[src/pfpm_pkg.sv]
// ----------------------------------------------------------------------------
// pfpm_pkg
// Types and codes shared by the page frame manager files.
// ----------------------------------------------------------------------------
package pfpm_pkg;

  localparam int FRAMES_DEFAULT = 16;

  // Commands
  localparam logic [2:0] CMD_PIN   = 3'd0;
  localparam logic [2:0] CMD_ALLOC = 3'd1;
  localparam logic [2:0] CMD_DIRTY = 3'd2;
  localparam logic [2:0] CMD_UNPIN = 3'd3;
  localparam logic [2:0] CMD_FLUSH = 3'd4;
  localparam logic [2:0] CMD_FORCE = 3'd5;

  // Result kinds
  localparam logic [1:0] KIND_FINAL = 2'd0;
  localparam logic [1:0] KIND_READ  = 2'd1;
  localparam logic [1:0] KIND_WRITE = 2'd2;

  // Status codes
  localparam logic [1:0] ST_OK       = 2'd0;
  localparam logic [1:0] ST_NOBUF    = 2'd1;
  localparam logic [1:0] ST_INBUF    = 2'd2;
  localparam logic [1:0] ST_NOTINBUF = 2'd3;

  localparam logic [7:0] PIN_MAX = 8'hFF;

  // One frame's stored tag and bookkeeping
  typedef struct packed {
    logic [7:0]  file;
    logic [15:0] page;
    logic [7:0]  pin;
    logic        dirty;
  } frame_t;

  // Write request into the frame store
  typedef struct packed {
    logic   en;
    frame_t data;
  } store_wr_t;

  // One result item before packing onto the stream
  typedef struct packed {
    logic [1:0]  kind;
    logic [3:0]  frame;
    logic [7:0]  file;
    logic [15:0] page;
    logic [1:0]  status;
    logic        last;
  } item_t;

endpackage

[src/pfpm_frame_store.sv]
// ----------------------------------------------------------------------------
// pfpm_frame_store
// Frame tag memory: one write port, one registered read port.
// ----------------------------------------------------------------------------
module pfpm_frame_store import pfpm_pkg::*; #(
  parameter int FRAMES = FRAMES_DEFAULT,
  localparam int IW = $clog2(FRAMES)
) (
  input  logic          clk,
  input  logic          rd_en,
  input  logic [IW-1:0] rd_addr,
  output frame_t        rd_data,
  input  store_wr_t     wr,
  input  logic [IW-1:0] wr_addr
);

  frame_t mem [FRAMES];

  always_ff @(posedge clk) begin
    if (wr.en) begin
      mem[wr_addr] <= wr.data;
    end
  end

  always_ff @(posedge clk) begin
    if (rd_en) begin
      rd_data <= mem[rd_addr];
    end
  end

endmodule

[src/page_frame_pin_manager.sv]
// ----------------------------------------------------------------------------
// page_frame_pin_manager
// Buffer pool frame manager with pin counts, dirty marks and eviction.
//
// Each input item carries one command (pin/get, alloc, mark dirty, unpin,
// flush file, force pages) and produces zero or more write-back and read
// requests followed by exactly one final status item with tlast set. The
// block walks the frame table one frame at a time (S_RD reads the tag
// memory, S_EV runs the single tag comparator), and the walk holds on a
// frame while its write-back waits for the output side. An unknown command
// skips the walk and only reports status. s_tready is high only while no
// command is in progress; the last result may still wait in the output
// register while the next command is accepted. No clearing pass is needed
// after reset: frame valid bits live in flip-flops and reset frees every
// frame at once.
// ----------------------------------------------------------------------------
module page_frame_pin_manager import pfpm_pkg::*; #(
  parameter int FRAMES = FRAMES_DEFAULT
) (
  input  logic        clk,
  input  logic        rst,
  // command items
  input  logic        s_tvalid,
  output logic        s_tready,
  input  logic [31:0] s_tdata,   // file_id[7:0], page_number[23:8], all_pages[24], zero
  input  logic [2:0]  s_tuser,   // cmd[2:0]
  // result items
  output logic        m_tvalid,
  input  logic        m_tready,
  output logic [31:0] m_tdata,   // frame_index[3:0], out_file_id[11:4],
                                 // out_page_number[27:12], status[29:28], zero
  output logic [1:0]  m_tuser,   // kind[1:0]
  output logic        m_tlast    // last
);

  localparam int IW = $clog2(FRAMES);
  localparam logic [IW-1:0] LAST_FRAME = IW'(FRAMES - 1);

  // Sequencer states
  localparam logic [2:0] S_IDLE = 3'd0;  // wait for a command
  localparam logic [2:0] S_RD   = 3'd1;  // read one frame's tag
  localparam logic [2:0] S_EV   = 3'd2;  // compare and act on that frame
  localparam logic [2:0] S_DEC  = 3'd3;  // decide after a lookup scan
  localparam logic [2:0] S_WB   = 3'd4;  // issue a single write-back
  localparam logic [2:0] S_FILL = 3'd5;  // load the new tag into the victim
  localparam logic [2:0] S_RQ   = 3'd6;  // issue the read request
  localparam logic [2:0] S_FIN  = 3'd7;  // issue the final status

  function automatic logic [3:0] low4(input logic [IW-1:0] f);
    logic [IW+3:0] e;
    e = {4'b0000, f};
    return e[3:0];
  endfunction

  logic [2:0]    state;
  logic [IW-1:0] idx;

  // Latched command
  logic [2:0]  cmd_r;
  logic [7:0]  file_r;
  logic [15:0] page_r;
  logic        all_r;

  // Scan results
  logic          hit_f, free_f, unp_f;
  logic [IW-1:0] hit_idx, free_idx, unp_idx;
  frame_t        hd, ud;

  logic [IW-1:0] victim;
  logic [IW-1:0] frame_r;
  logic [1:0]    status_r;

  logic [IW-1:0] wb_idx;
  logic [7:0]    wb_file;
  logic [15:0]   wb_page;

  logic [FRAMES-1:0] valid;

  // Frame store
  frame_t        rd;
  store_wr_t     wr;
  logic [IW-1:0] wr_addr;

  pfpm_frame_store #(.FRAMES(FRAMES)) u_store (
    .clk     (clk),
    .rd_en   (state == S_RD),
    .rd_addr (idx),
    .rd_data (rd),
    .wr      (wr),
    .wr_addr (wr_addr)
  );

  // ---------------------------------------------------------------------------
  // Shared tag comparator: one frame per visit of S_EV.
  // ---------------------------------------------------------------------------
  logic v_cur, file_eq, page_eq, tag_hit;
  logic last_frame;

  assign v_cur      = valid[idx];
  assign file_eq    = (rd.file == file_r);
  assign page_eq    = (rd.page == page_r);
  assign tag_hit    = v_cur && file_eq && page_eq;
  assign last_frame = (idx == LAST_FRAME);

  // Flush takes every valid frame of the file; force takes the dirty ones
  // whose page matches, or all of them when all_pages is set.
  logic flush_sel, force_sel, scan_wb;
  assign flush_sel = (cmd_r == CMD_FLUSH) && v_cur && file_eq;
  assign force_sel = (cmd_r == CMD_FORCE) && v_cur && file_eq &&
                     (all_r || page_eq) && rd.dirty;
  assign scan_wb   = (state == S_EV) && ((flush_sel && rd.dirty) || force_sel);

  // Output slot is free when empty or being drained this cycle.
  logic out_free, stall;
  assign out_free = !m_tvalid || m_tready;
  assign stall    = scan_wb && !out_free;

  // Pin count arithmetic on the hit frame
  logic [7:0] pin_inc, pin_dec;
  assign pin_inc = (hd.pin == PIN_MAX) ? PIN_MAX : hd.pin + 8'd1;
  assign pin_dec = (hd.pin == 8'd0) ? 8'd0 : hd.pin - 8'd1;

  // ---------------------------------------------------------------------------
  // Frame store write port
  // ---------------------------------------------------------------------------
  always_comb begin
    wr      = '0;
    wr_addr = idx;
    unique case (state)
      S_EV: begin
        if (!stall && flush_sel) begin
          // free the frame: clear pin count and dirty mark
          wr.en   = 1'b1;
          wr.data = '{file: rd.file, page: rd.page, pin: 8'd0, dirty: 1'b0};
        end else if (!stall && force_sel) begin
          wr.en   = 1'b1;
          wr.data = '{file: rd.file, page: rd.page, pin: rd.pin, dirty: 1'b0};
        end
      end
      S_DEC: begin
        wr_addr = hit_idx;
        if (hit_f) begin
          if (cmd_r == CMD_PIN) begin
            wr.en   = 1'b1;
            wr.data = '{file: hd.file, page: hd.page, pin: pin_inc, dirty: hd.dirty};
          end else if (cmd_r == CMD_DIRTY) begin
            wr.en   = 1'b1;
            wr.data = '{file: hd.file, page: hd.page, pin: hd.pin, dirty: 1'b1};
          end else if (cmd_r == CMD_UNPIN) begin
            // reaching zero writes a dirty page back, so it leaves clean
            wr.en   = 1'b1;
            wr.data = '{file: hd.file, page: hd.page, pin: pin_dec,
                        dirty: (pin_dec != 8'd0) && hd.dirty};
          end
        end
      end
      S_FILL: begin
        wr_addr = victim;
        wr.en   = 1'b1;
        wr.data = '{file: file_r, page: page_r, pin: 8'd1, dirty: 1'b0};
      end
      S_IDLE, S_RD, S_WB, S_RQ, S_FIN: begin
        wr = '0;
      end
      default: begin
        wr = '0;
      end
    endcase
  end

  // ---------------------------------------------------------------------------
  // Result item selection
  // ---------------------------------------------------------------------------
  logic  emit;
  item_t item;

  always_comb begin
    emit = 1'b0;
    item = '0;
    unique case (state)
      S_EV: begin
        emit = scan_wb;
        item = '{kind: KIND_WRITE, frame: low4(idx), file: rd.file, page: rd.page,
                 status: ST_OK, last: 1'b0};
      end
      S_WB: begin
        emit = 1'b1;
        item = '{kind: KIND_WRITE, frame: low4(wb_idx), file: wb_file, page: wb_page,
                 status: ST_OK, last: 1'b0};
      end
      S_RQ: begin
        emit = 1'b1;
        item = '{kind: KIND_READ, frame: low4(victim), file: file_r, page: page_r,
                 status: ST_OK, last: 1'b0};
      end
      S_FIN: begin
        emit = 1'b1;
        item = '{kind: KIND_FINAL, frame: low4(frame_r), file: file_r, page: page_r,
                 status: status_r, last: 1'b1};
      end
      S_IDLE, S_RD, S_DEC, S_FILL: begin
        emit = 1'b0;
      end
      default: begin
        emit = 1'b0;
      end
    endcase
  end

  // Output register: load when the slot frees, hold while stalled.
  always_ff @(posedge clk) begin
    if (rst) begin
      m_tvalid <= 1'b0;
    end else if (out_free) begin
      m_tvalid <= emit;
    end
  end

  always_ff @(posedge clk) begin
    if (out_free && emit) begin
      m_tdata <= {2'b00, item.status, item.page, item.file, item.frame};
      m_tuser <= item.kind;
      m_tlast <= item.last;
    end
  end

  assign s_tready = (state == S_IDLE);

  // ---------------------------------------------------------------------------
  // Frame valid bits: reset frees every frame.
  // ---------------------------------------------------------------------------
  always_ff @(posedge clk) begin
    if (rst) begin
      valid <= '0;
    end else if (state == S_EV && !stall && flush_sel) begin
      valid[idx] <= 1'b0;
    end else if (state == S_FILL) begin
      valid[victim] <= 1'b1;
    end
  end

  // ---------------------------------------------------------------------------
  // Sequencer
  // ---------------------------------------------------------------------------
  always_ff @(posedge clk) begin
    if (rst) begin
      state <= S_IDLE;
      idx   <= '0;
      hit_f <= 1'b0;
      free_f <= 1'b0;
      unp_f <= 1'b0;
    end else begin
      unique case (state)
        S_IDLE: begin
          if (s_tvalid) begin
            cmd_r    <= s_tuser;
            file_r   <= s_tdata[7:0];
            page_r   <= s_tdata[23:8];
            all_r    <= s_tdata[24];
            frame_r  <= '0;
            status_r <= ST_OK;
            hit_f    <= 1'b0;
            free_f   <= 1'b0;
            unp_f    <= 1'b0;
            idx      <= '0;
            // unknown codes change nothing and only report status
            state    <= (s_tuser <= CMD_FORCE) ? S_RD : S_FIN;
          end
        end
        S_RD: begin
          state <= S_EV;
        end
        S_EV: begin
          // lookup commands track the first hit, first free and first
          // unpinned frame in one pass
          if (cmd_r <= CMD_UNPIN) begin
            if (tag_hit && !hit_f) begin
              hit_f   <= 1'b1;
              hit_idx <= idx;
              hd      <= rd;
            end
            if (!v_cur && !free_f) begin
              free_f   <= 1'b1;
              free_idx <= idx;
            end
            if (v_cur && rd.pin == 8'd0 && !unp_f) begin
              unp_f   <= 1'b1;
              unp_idx <= idx;
              ud      <= rd;
            end
          end
          // hold on this frame until its write-back is taken
          if (!stall) begin
            if (last_frame) begin
              state <= (cmd_r <= CMD_UNPIN) ? S_DEC : S_FIN;
            end else begin
              idx   <= idx + IW'(1);
              state <= S_RD;
            end
          end
        end
        S_DEC: begin
          case (cmd_r) inside
            CMD_PIN, CMD_ALLOC: begin
              if (hit_f) begin
                frame_r <= hit_idx;
                if (cmd_r == CMD_ALLOC) begin
                  status_r <= ST_INBUF;
                end
                state <= S_FIN;
              end else if (free_f) begin
                victim <= free_idx;
                state  <= S_FILL;
              end else if (unp_f) begin
                victim <= unp_idx;
                if (ud.dirty) begin
                  // write the evicted page back before reuse
                  wb_idx  <= unp_idx;
                  wb_file <= ud.file;
                  wb_page <= ud.page;
                  state   <= S_WB;
                end else begin
                  state <= S_FILL;
                end
              end else begin
                status_r <= ST_NOBUF;
                state    <= S_FIN;
              end
            end
            CMD_DIRTY: begin
              if (!hit_f) begin
                status_r <= ST_NOTINBUF;
              end
              state <= S_FIN;
            end
            CMD_UNPIN: begin
              if (!hit_f) begin
                status_r <= ST_NOTINBUF;
                state    <= S_FIN;
              end else if (pin_dec == 8'd0 && hd.dirty) begin
                wb_idx  <= hit_idx;
                wb_file <= hd.file;
                wb_page <= hd.page;
                state   <= S_WB;
              end else begin
                state <= S_FIN;
              end
            end
            default: begin
              state <= S_FIN;
            end
          endcase
        end
        S_WB: begin
          if (out_free) begin
            state <= (cmd_r == CMD_UNPIN) ? S_FIN : S_FILL;
          end
        end
        S_FILL: begin
          frame_r <= victim;
          state   <= (cmd_r == CMD_PIN) ? S_RQ : S_FIN;
        end
        S_RQ: begin
          if (out_free) begin
            state <= S_FIN;
          end
        end
        S_FIN: begin
          if (out_free) begin
            state <= S_IDLE;
          end
        end
        default: begin
          state <= S_IDLE;
        end
      endcase
    end
  end

endmodule

[config.mk]
export PLATFORM = sky130hd
export DESIGN_NAME = page_frame_pin_manager
export DESIGN_NICKNAME = d
export VERILOG_FILES = /design/src/pfpm_pkg.sv /design/src/pfpm_frame_store.sv /design/src/page_frame_pin_manager.sv
export SDC_FILE = /design/constraint.sdc
export NUM_CORES = 1
export LEC_CHECK = 0
export BUFFER_PORTS_ARGS = -buffer_cell sky130_fd_sc_hd__buf_4
export CELL_PAD_IN_SITES_DETAIL_PLACEMENT = 0
export CELL_PAD_IN_SITES_GLOBAL_PLACEMENT = 1
export CORE_ASPECT_RATIO = 1.75
export CORE_MARGIN = 2
export CORE_UTILIZATION = 55
export CTS_CLUSTER_DIAMETER = 100
export DETAILED_ROUTE_END_ITERATION = 10
export PLACE_DENSITY_LB_ADDON = 0.05
export SETUP_SLACK_MARGIN = 0.2
export SYNTH_ARGS = -nofsm -noshare
export SYNTH_HDL_FRONTEND = slang
export SYNTH_SLANG_ARGS = --single-unit
[constraint.sdc]
create_clock -name clk -period 15 [get_ports clk]
set_clock_uncertainty 0.15 [all_clocks]
set_input_delay 3 -clock clk [delete_from_list [all_inputs] [get_ports clk]]
set_output_delay 3 -clock clk [all_outputs]
set_load 0.02 [all_outputs]
==> impl_metrics.toml, run 1 <==
[floorplan]
start_util_pct = 55.8
dieWidth_um = 181
fp.dieH_um = 314
dieArea_mm2 = 0.0570
placementRows = 113
coreArea_mm2 = 0.0543
io_pins = 76

[sta]
drv_slew = 0
tightestPinTransition_ns = 1.18
hold_viol_final = 0
setup_viol = 0
rsz0062_at_grt = "no"
max_slew_margin_pct = 21.0
fin_setup_tns_ns = 0
period_share_pct = 37.5
fmax_ghz = 0.178
min_period_ns = 5.62
setup_ws_ns = 9.38

[flow_run]
cap_violations = 0

[worst_setup_path]
criticalPathCategory = "input pin to flip-flop"
required_ns = 15.11
crit_start = "m_tready"
crit_path_max_fanout = 29
arrival_ns = 5.73
start_kind = "input pin"
r2r_start = "u_store.rd_data[11]"
end_kind = "flip-flop"

[clock_tree]
tritoncts = "done"
cts.clk_slew.worst_paths_ns = 0.06
clk_latency_ns = 0.60
clk_path_buf_depth = 3
clock_sinks = 757
cts_resized = 0
cts-root-buf = "clkbuf_16"
post_cts_buffers = 0
cts_hold_buf = 0
ctsHtreeMaxLevel = 3
cts_made_buffers = 69

[finish]
nFillCells = 3829
fin_area_mm2 = 0.0341
antenna_cells = 0
drive_above_1_share_pct = 27.1
finish.utilization_pct = 62.7
layout.nets = 1736
synthToLayoutAreaGrowth_pct = 12.4

[detailed_routing]
drt_first_iter_violations = 1638
drc_errors = 0
wl_per_cell_um = 28.9
firstDrtPassIters = 5
viasPerCell = 6.39
via_count = 15500
antenna_left = 0
drt-total-wl_mm = 70.2

[grt]
antenna_found_initial = 0
grt_max_degree = 111
grt_use_total_pct = 25.2
grt_pass1_wl_mm = 104
met1_usage_pct = 33.3
grt-busiest-layer = "met2"
grt_pass1_vias = 16200
met3_usage_pct = 3.15
grt_overflow = 0
grt_use_met2_pct = 43.3

[placed_design]
pre_cts_ws_ns = 8.81
dpl.hpwl_mm = 39.1
placed_area_mm2 = 0.0319
gp_congestion = 0.843
io_buffers = 66

[synthesis]
ys_warn_count = 0
netlist_area_mm2 = 0.0303
ys_seq_elements = 757
synth.distinct_cells = 65
yosys.area.top_type_share_pct = 72.4
synth.most_common_cell = "edfxtp_1"
synthArstFlopShare_pct = 0
synthTopCellsByCount = "edfxtp_1 (730), mux4_2 (169), nand2_1 (81)"
netlist_top_cells_area = "edfxtp_1 (72%), mux4_2 (13%), dfxtp_1 (1.8%)"
synth_area_leader_cell = "edfxtp_1"
syn_area_per_cell_um2 = 19.0
synth_flop_cell = "edfxtp_1"
synthCells = 1590
synth-edff-count = 730
seq_area_frac_synth_pct = 74.2

[outcome]
status = "completed"

[power]
p_leak_nw = 10.6
irDropWorstVdd_uv = 107
power_density_mw_per_mm2 = 144

[hold_path]
min_from = "valid[0]"
hp-class = "flip-flop to flip-flop"
critical path, cell delays in order:
cell and delay [ns]:
buf_4 0.11, nor2b_1 0.38, nand2_1 0.11, nand4_1 0.15, nor2_2 0.04, buf_4 0.23, nor4_4 0.95, nor3_2 0.29
buf_4 0.44
power by group:
| part | switching, W | internal (W) | total (W) |
|---|---|---|---|
| combinational | 0.000406 | 0.000231 | 0.000637 |
| sequential | 0.0000754 | 0.00247 | 0.00255 |
| clock | 0.000753 | 0.000975 | 0.00173 |
cells in the final DEF (no fill, tap or decap), types with 17 or more instances in the layout:
master and instances:
edfxtp_1 730, mux4_2 169, buf_4 125, nand2_1 81
clkbuf_16 72, o21ai_0 67, a22o_1 41, mux2_2 32
inv_1 31, nor2_1 30, xor2_1 28, a22oi_1 24
dfxtp_1 22, nand3_1 19, nor3_1 19, nor3_2 17
a21oi_1 17
registers in the layout, indices dropped and copies added, names as in the netlist, 2 cells and up:
register and flops:
wb_idx 4, m_tdata 30, victim 4, wb_page 16, status_r 2, u_store.mem 528, free_idx 4, u_store.rd_data 33
hit_idx 4, unp_idx 4, idx 4, file_r 8, ud 25, state 3, valid 16, m_tuser 2
cmd_r 3, wb_file 8, hd 33, page_r 16, frame_r 4
cells by family after synthesis:
logic type / Yosys count / synth area share, %
flip-flops: 757 / 74.2
AND/OR/NAND/NOR: 242 / 4.04
AO/OA/AOI/OAI: 216 / 4.95
multiplexers: 207 / 14.0
buffers and inverters: 129 / 1.69
XOR/XNOR: 31 / 0.897
adder cells (fa/ha/maj): 7 / 0.289
other: 1 / 0.0124
layer usage:
| metal | vias to the layer above | share of wire (%) |
|---|---|---|
| met2 | 529 | 51 |
| met3 | 126 | 4.8 |
| met1 | 8198 | 40 |
| met5 | - | 0 |
| li1 | 6695 | - |
| met4 | 0 | 3.6 |
worst paths after layout:
| kind | end | slack [ns] | depth (start not counted) |
|---|---|---|---|
| max | u_store.mem[1][26] | 9.38 | 9 |
| min reg2reg | valid[0] | 0.32 | 2 |
| min | valid[0] | 0.32 | 2 |
| max reg2reg | u_store.mem[1][26] | 10.03 | 8 |
stage by stage:
stage,hold slack [ns],std cells,total power (W)
5_1_grt,0.349,2432,0.00509
3_5_place_dp,0.312,2309,0.00323
4_1_cts,0.322,2432,0.00496
2_1_floorplan,0.288,1591,0.00298
6_report,0.322,2432,0.00491
3_3_place_gp,0.308,2309,0.00322
layout make-up:
cell class / count / area, um2 / area share [%]
multi-input cells: 705 / 7440 / 21.8
well taps: 690 / 863 / 2.54
clock buffers: 84 / 1870 / 5.48
clock inverters: 39 / 334 / 0.981
repair buffers: 126 / 958 / 2.81
inverters: 31 / 116 / 0.342
flip-flops and latches: 757 / 22500 / 66.0
Power figures use the tool's default switching activity.
==> run 2: changes to the inputs <==
Settings changed: ABC_AREA from default to 1, CORE_UTILIZATION 55 to 46.
Clock period 15 ns to 4.7 ns, I/O delays scaled along.
==> run 2 against run 1 <==
Setup slack lost 8.4 ns. Die area rose by 22%. Power rose to 3.0 times the previous value. Synthesized area increased by 2.1%. Sequential share of layout area shrank 1.7 points. Cell count grew 47%. Combinational power increased by 110%. Synthesized cell count grew 62%. Core utilization fell by 10 points. Non-clock buffer count is 6 lower. Critical endpoint is now u_store.mem[2][21].
==> impl_metrics.toml, run 2 <==
[synthesis]
synthCells = 2575
synthTopCellsByCount = "edfxtp_1 (730), nand2_1 (465), nor2_1 (358)"
synth_top_family_by_area = "simple AND/OR/NAND/NOR gates"
syn_area_per_cell_um2 = 12.0
synth_compound_area_share_pct = 9.76
synth_fa_ha_area_share_pct = 0.283
netlist_top_cells_area = "edfxtp_1 (71%), nand2_1 (5.6%), o21ai_0 (4.8%)"
synthArstFlopShare_pct = 0
netlist_area_mm2 = 0.0309
ys_seq_elements = 757
yosys.area.top_type_share_pct = 70.9
seq_area_frac_synth_pct = 72.7
synth.distinct_cells = 43
ys_warn_count = 0
synth_flop_cell = "edfxtp_1"
synth-xor-area-share_pct = 0.623
synth.most_common_cell = "edfxtp_1"
synth-simple-area-share_pct = 13.2
synth_area_leader_cell = "edfxtp_1"
synthMuxAreaShare_pct = 0
synth-edff-count = 730

[grt]
grt_pass1_wl_mm = 125
antenna_found_initial = 0
grt-busiest-layer = "met2"
grt_max_degree = 221
grt_overflow = 0
grt_use_total_pct = 24.8
met1_usage_pct = 32.1
grt_pass1_vias = 20000
met3_usage_pct = 3.29
grt_use_met2_pct = 42.7

[placed_design]
gp_congestion = 0.842
placed_area_mm2 = 0.0327
io_buffers = 66
dpl.hpwl_mm = 47.0

[detailed_routing]
via_count = 20300
viasPerCell = 5.67
firstDrtPassIters = 5
antenna_left = 0
drt-total-wl_mm = 85.0
wl_per_cell_um = 23.7
drt_first_iter_violations = 1794
drc_errors = 0

[sta]
drv_slew = 0
hold_viol_final = 0
holdWs_ns = 0.316
tightestPinTransition_ns = 1.22
setup_viol = 0
fmax_ghz = 0.269
rsz0062_at_grt = "no"
min_period_ns = 3.72
max_slew_margin_pct = 18.8
period_share_pct = 79.1
fin_setup_tns_ns = 0

[finish]
largest_reg_flops = 528
regMostFlops = "u_store.mem"
final_common_cell = "edfxtp_1"
drive_above_1_share_pct = 10.5
antenna_cells = 0
finish.utilization_pct = 52.6
layout_common_cells = "edfxtp_1 (730), nand2_1 (465), nor2_1 (352)"
reg_top3 = "u_store.mem: 528 flops, hd: 33 flops, u_store.rd_data: 33 flops"
synthToLayoutAreaGrowth_pct = 13.1
fin_area_mm2 = 0.0350
nFillCells = 5782
layout.nets = 2681

[worst_setup_path]
cpLargestDelayFamily = "simple AND/OR/NAND/NOR gates"
criticalPathCategory = "flip-flop to flip-flop"
r2r_start = "u_store.rd_data[17]"
arrival_ns = 3.80
cpMostUsedCell = "nand2_1"
start_kind = "flip-flop"
end_kind = "flip-flop"
crit_path_max_fanout = 24
required_ns = 4.79
worst_path_largest_cell_delay_ns = 0.54
cp_num_buf_inv = 2
path_cells = "inv_1 -> nand2_1 -> nand2_1 -> nor2_1 -> nand2_1 -> nor2_1 -> nand2_1 -> nand2_1 -> nand3_2 -> nand2_1 -> nand2_2 -> nand2_4 -> nand2_2 -> buf_4 -> nand2_1 -> nand2_1"
slowest_stage = "edfxtp_1"
crit_start = "u_store.rd_data[17]"
rrSetupSlack_ns = 0.98

[floorplan]
placementRows = 125
coreArea_mm2 = 0.0665
fp.dieH_um = 347
io_pins = 76
dieArea_mm2 = 0.0694
start_util_pct = 46.5
dieWidth_um = 200

[outcome]
status = "completed"

[power]
power_density_mw_per_mm2 = 424
irDropWorstVdd_uv = 259
p_leak_nw = 11.9

[clock_tree]
tritoncts = "done"
cts_made_buffers = 71
clk_path_buf_depth = 3
cts_resized = 0
cts_hold_buf = 0
cts.clk_slew.worst_paths_ns = 0.06
clk_latency_ns = 0.63
ctsHtreeMaxLevel = 3
clock_sinks = 757
post_cts_buffers = 0
cts-root-buf = "clkbuf_16"

[hold_path]
min_from = "valid[1]"
hp-class = "flip-flop to flip-flop"

[flow_run]
cap_violations = 0
## run 2: cell count changes after synthesis, sizes merged, moves of 38 or more
cell,delta
clkbuf,+54
nand4,+38
o21ai,+231
nor2,+327
nand2,+399
mux4,-169
a22o,-41
nand3,+71
inv,+101
o22ai,+129
## run 2: worst register-to-register path, delay by kind of cell, from the launching register on
family                 cells  cell delay (ns)
AND/OR/NAND/NOR           14             2.23
buffers and inverters      2             0.40
flip-flops                 1             0.54
## run 2: kinds of logic after synthesis
kind of cell               count (synthesis)
xor gates and xnor gates                  22
adders and majority gates                  7
and+or+nand+nor                          988
AOI/OAI and AO/OA                        533
buffers and inverters                    267
DFF                                      757
other                                      1
## run 2: worst paths after layout
path / to / cells past startpoint
max: u_store.mem[2][21] / 16
min: valid[1] / 2
min reg2reg: valid[1] / 2
max reg2reg: u_store.mem[2][21] / 16
## run 2: cell type report
type                    count  area [um2]  share of cell area, %
clock buffers              89        1930                   5.52
clock inverters            42         363                   1.04
inverters                 133         505                   1.45
multi-input cells        1552        7460                   21.4
flip-flops and latches    757       22500                   64.3
well taps                 889        1110                   3.18
repair buffers            120        1110                   3.19
## run 2: stage by stage
step	instances	total power (W)	worst slack, ns
after global routing	3582	0.0154	0.676
after CTS	3582	0.0150	0.945
after global placement	3451	0.00924	0.997
final	3582	0.0148	0.984
after detailed placement	3451	0.00927	0.946
after floorplan	2576	0.00874	0.603
## run 2: report_power, final
group | internal [W] | switching [W]
Combinational | 0.000354 | 0.000957
Sequential | 0.00763 | 0.000179
Clock | 0.00325 | 0.00247
## run 2: per-layer routing
metal	vias to the layer above	share of wire [%]	wire length [um]
li1	9345	-	-
met1	10200	41	34800
met2	644	51	43200
met3	131	5.6	4750
met4	0	2.6	2200
met5	-	0	0
==> run 3: changes to the inputs <==
Settings changed: CORE_UTILIZATION 46 to 51.
Clock period 4.7 ns to 3.6 ns, I/O delays scaled along.
==> run 3 against run 2 <==
Register-to-register slack worse by 0.57 ns. Cell count down 2.4%. Combinational power up 35%. Worst hold slack worse by 0.19 ns. Critical path depth down 2. Sequential cell count unchanged. Core utilization up 5.9 points. Clock-buffer cell count down 3. Non-clock buffer count up 21. Sequential share of layout area down 0.23 points. Largest power group unchanged.
==> impl_metrics.toml, run 3 (synthesis results as in run 2) <==
[sta]
tightestPinTransition_ns = 1.27
fin_setup_tns_ns = 0
setup_viol = 0
period_share_pct = 88.6
hold_viol_final = 0
rsz0062_at_grt = "yes"
min_period_ns = 3.19
fmax_ghz = 0.313
max_slew_margin_pct = 15.1
drv_slew = 0

[worst_setup_path]
r2r_cells = 14
end_kind = "flip-flop"
crit_path_max_fanout = 16
arrival_ns = 3.36
criticalPathCategory = "flip-flop to flip-flop"
required_ns = 3.77
start_kind = "flip-flop"
r2r_start = "u_store.rd_data[23]"
r2r_end = "u_store.mem[9][0]"
rrSetupSlack_ns = 0.41

[floorplan]
dieArea_mm2 = 0.0627
placementRows = 119
start_util_pct = 51.5
dieWidth_um = 190
io_pins = 76
fp.dieH_um = 330
coreArea_mm2 = 0.0600

[grt]
grt_pass1_vias = 19900
antenna_found_initial = 2
grt_pass1_wl_mm = 123
grt_overflow = 0
grt_use_total_pct = 26.5
grt_max_degree = 204

[finish]
reg_top3 = "u_store.mem: 528 flops, hd: 33 flops, u_store.rd_data: 33 flops"
final_common_cell = "edfxtp_1"
layout.nets = 2702
antenna_cells = 0
synthToLayoutAreaGrowth_pct = 13.5
layout_common_cells = "edfxtp_1 (730), nand2_1 (456), nor2_1 (352)"
finish.utilization_pct = 58.5
largest_reg_flops = 528
drive_above_1_share_pct = 11.4
regMostFlops = "u_store.mem"

[power]
irDropWorstVdd_uv = 407
power_w = 0.0194
power_density_mw_per_mm2 = 552
p_leak_nw = 12.0

[clock_tree]
clk_latency_ns = 0.64
cts-root-buf = "clkbuf_16"
cts.clk_slew.worst_paths_ns = 0.06
ctsHtreeMaxLevel = 3
cts_hold_buf = 0
cts_made_buffers = 71
clk_path_buf_depth = 3
post_cts_buffers = 0
tritoncts = "done"
clock_sinks = 757

[placed_design]
dpl.hpwl_mm = 48.8
gp_congestion = 0.887
io_buffers = 66

[hold_path]
min_from = "s_tdata[18]"
worstHoldPathCells = 1
hp-class = "input pin to flip-flop"
holdPathEnd = "page_r[10]"

[detailed_routing]
antenna_left = 0
viasPerCell = 5.84
via_count = 20400
firstDrtPassIters = 5
wl_per_cell_um = 23.6
drc_errors = 0
drt-total-wl_mm = 82.5
drt_first_iter_violations = 1680

[outcome]
status = "completed"

[flow_run]
cap_violations = 0
[run 3: through the flow]
stage / hold WS (ns) / cell area (um2) / worst slack (ns) / cells
6_report: 0.121 / 35100 / 0.409 / 3495
5_1_grt: 0.107 / 35100 / 0.176 / 3495
4_1_cts: 0.0845 / 35100 / 0.225 / 3495
3_5_place_dp: 0.310 / 32800 / 0.184 / 3369
3_3_place_gp: 0.301 / 32800 / 0.225 / 3369
2_1_floorplan: 0.288 / 30900 / 0.515 / 2576
[run 3: worst max-delay path: stages, from the launching register on]
cell	delay (ns)
edfxtp_1	0.43
inv_1	0.08
nand2_1	0.06
nand2_1	0.06
nor2_1	0.13
nand2_1	0.07
nor2_1	0.18
nand2_1	0.28
nand2_1	0.23
nand4_2	0.19
nand2_1	0.10
nand3b_4	0.25
nand3_1	0.12
inv_2	0.27
buf_4	0.26
[run 3: power breakdown]
part	leakage, nW	switching (W)	internal (W)	total, W
clock	1.10	0.00323	0.00419	0.00742
combinational	4.33	0.00129	0.000481	0.00177
sequential	6.55	0.000201	0.00996	0.0102
total	12.0	0.00472	0.0146	0.0194
[run 3: metal layers]
metal | routed length, um | GRT usage (%)
met3 | 4660 | 3.00
met5 | 0 | 0
met2 | 42600 | 47.1
met4 | 2480 | 10.1
met1 | 32700 | 33.5
[run 3: how the worst max path moves through the flow]
stage	end	start	cells after the start
floorplan	u_store.mem[8][0]	idx[0]	15
global placement	u_store.mem[0][11]	u_store.rd_data[24]	14
detailed placement	u_store.mem[1][11]	u_store.rd_data[24]	14
CTS	u_store.mem[11][18]	u_store.rd_data[23]	15
global route	u_store.mem[9][0]	u_store.rd_data[23]	14
finish	u_store.mem[9][0]	u_store.rd_data[23]	14
[run 3: area by class of cell]
type / count / area, um2
clock buffers: 86 / 1840
fillers: 4880 / 24900
inverters: 133 / 505
multi-input cells: 1552 / 7500
flip-flops and latches: 757 / 22500
clock inverters: 40 / 424
repair buffers: 141 / 1360
well taps: 786 / 983
[run 3: repair_timing]
item,CTS,global route
hold endpoints to repair,0,0
pin swaps,0,0
setup endpoints to repair,33,384
cloned,0,0
gates resized for setup,3,7
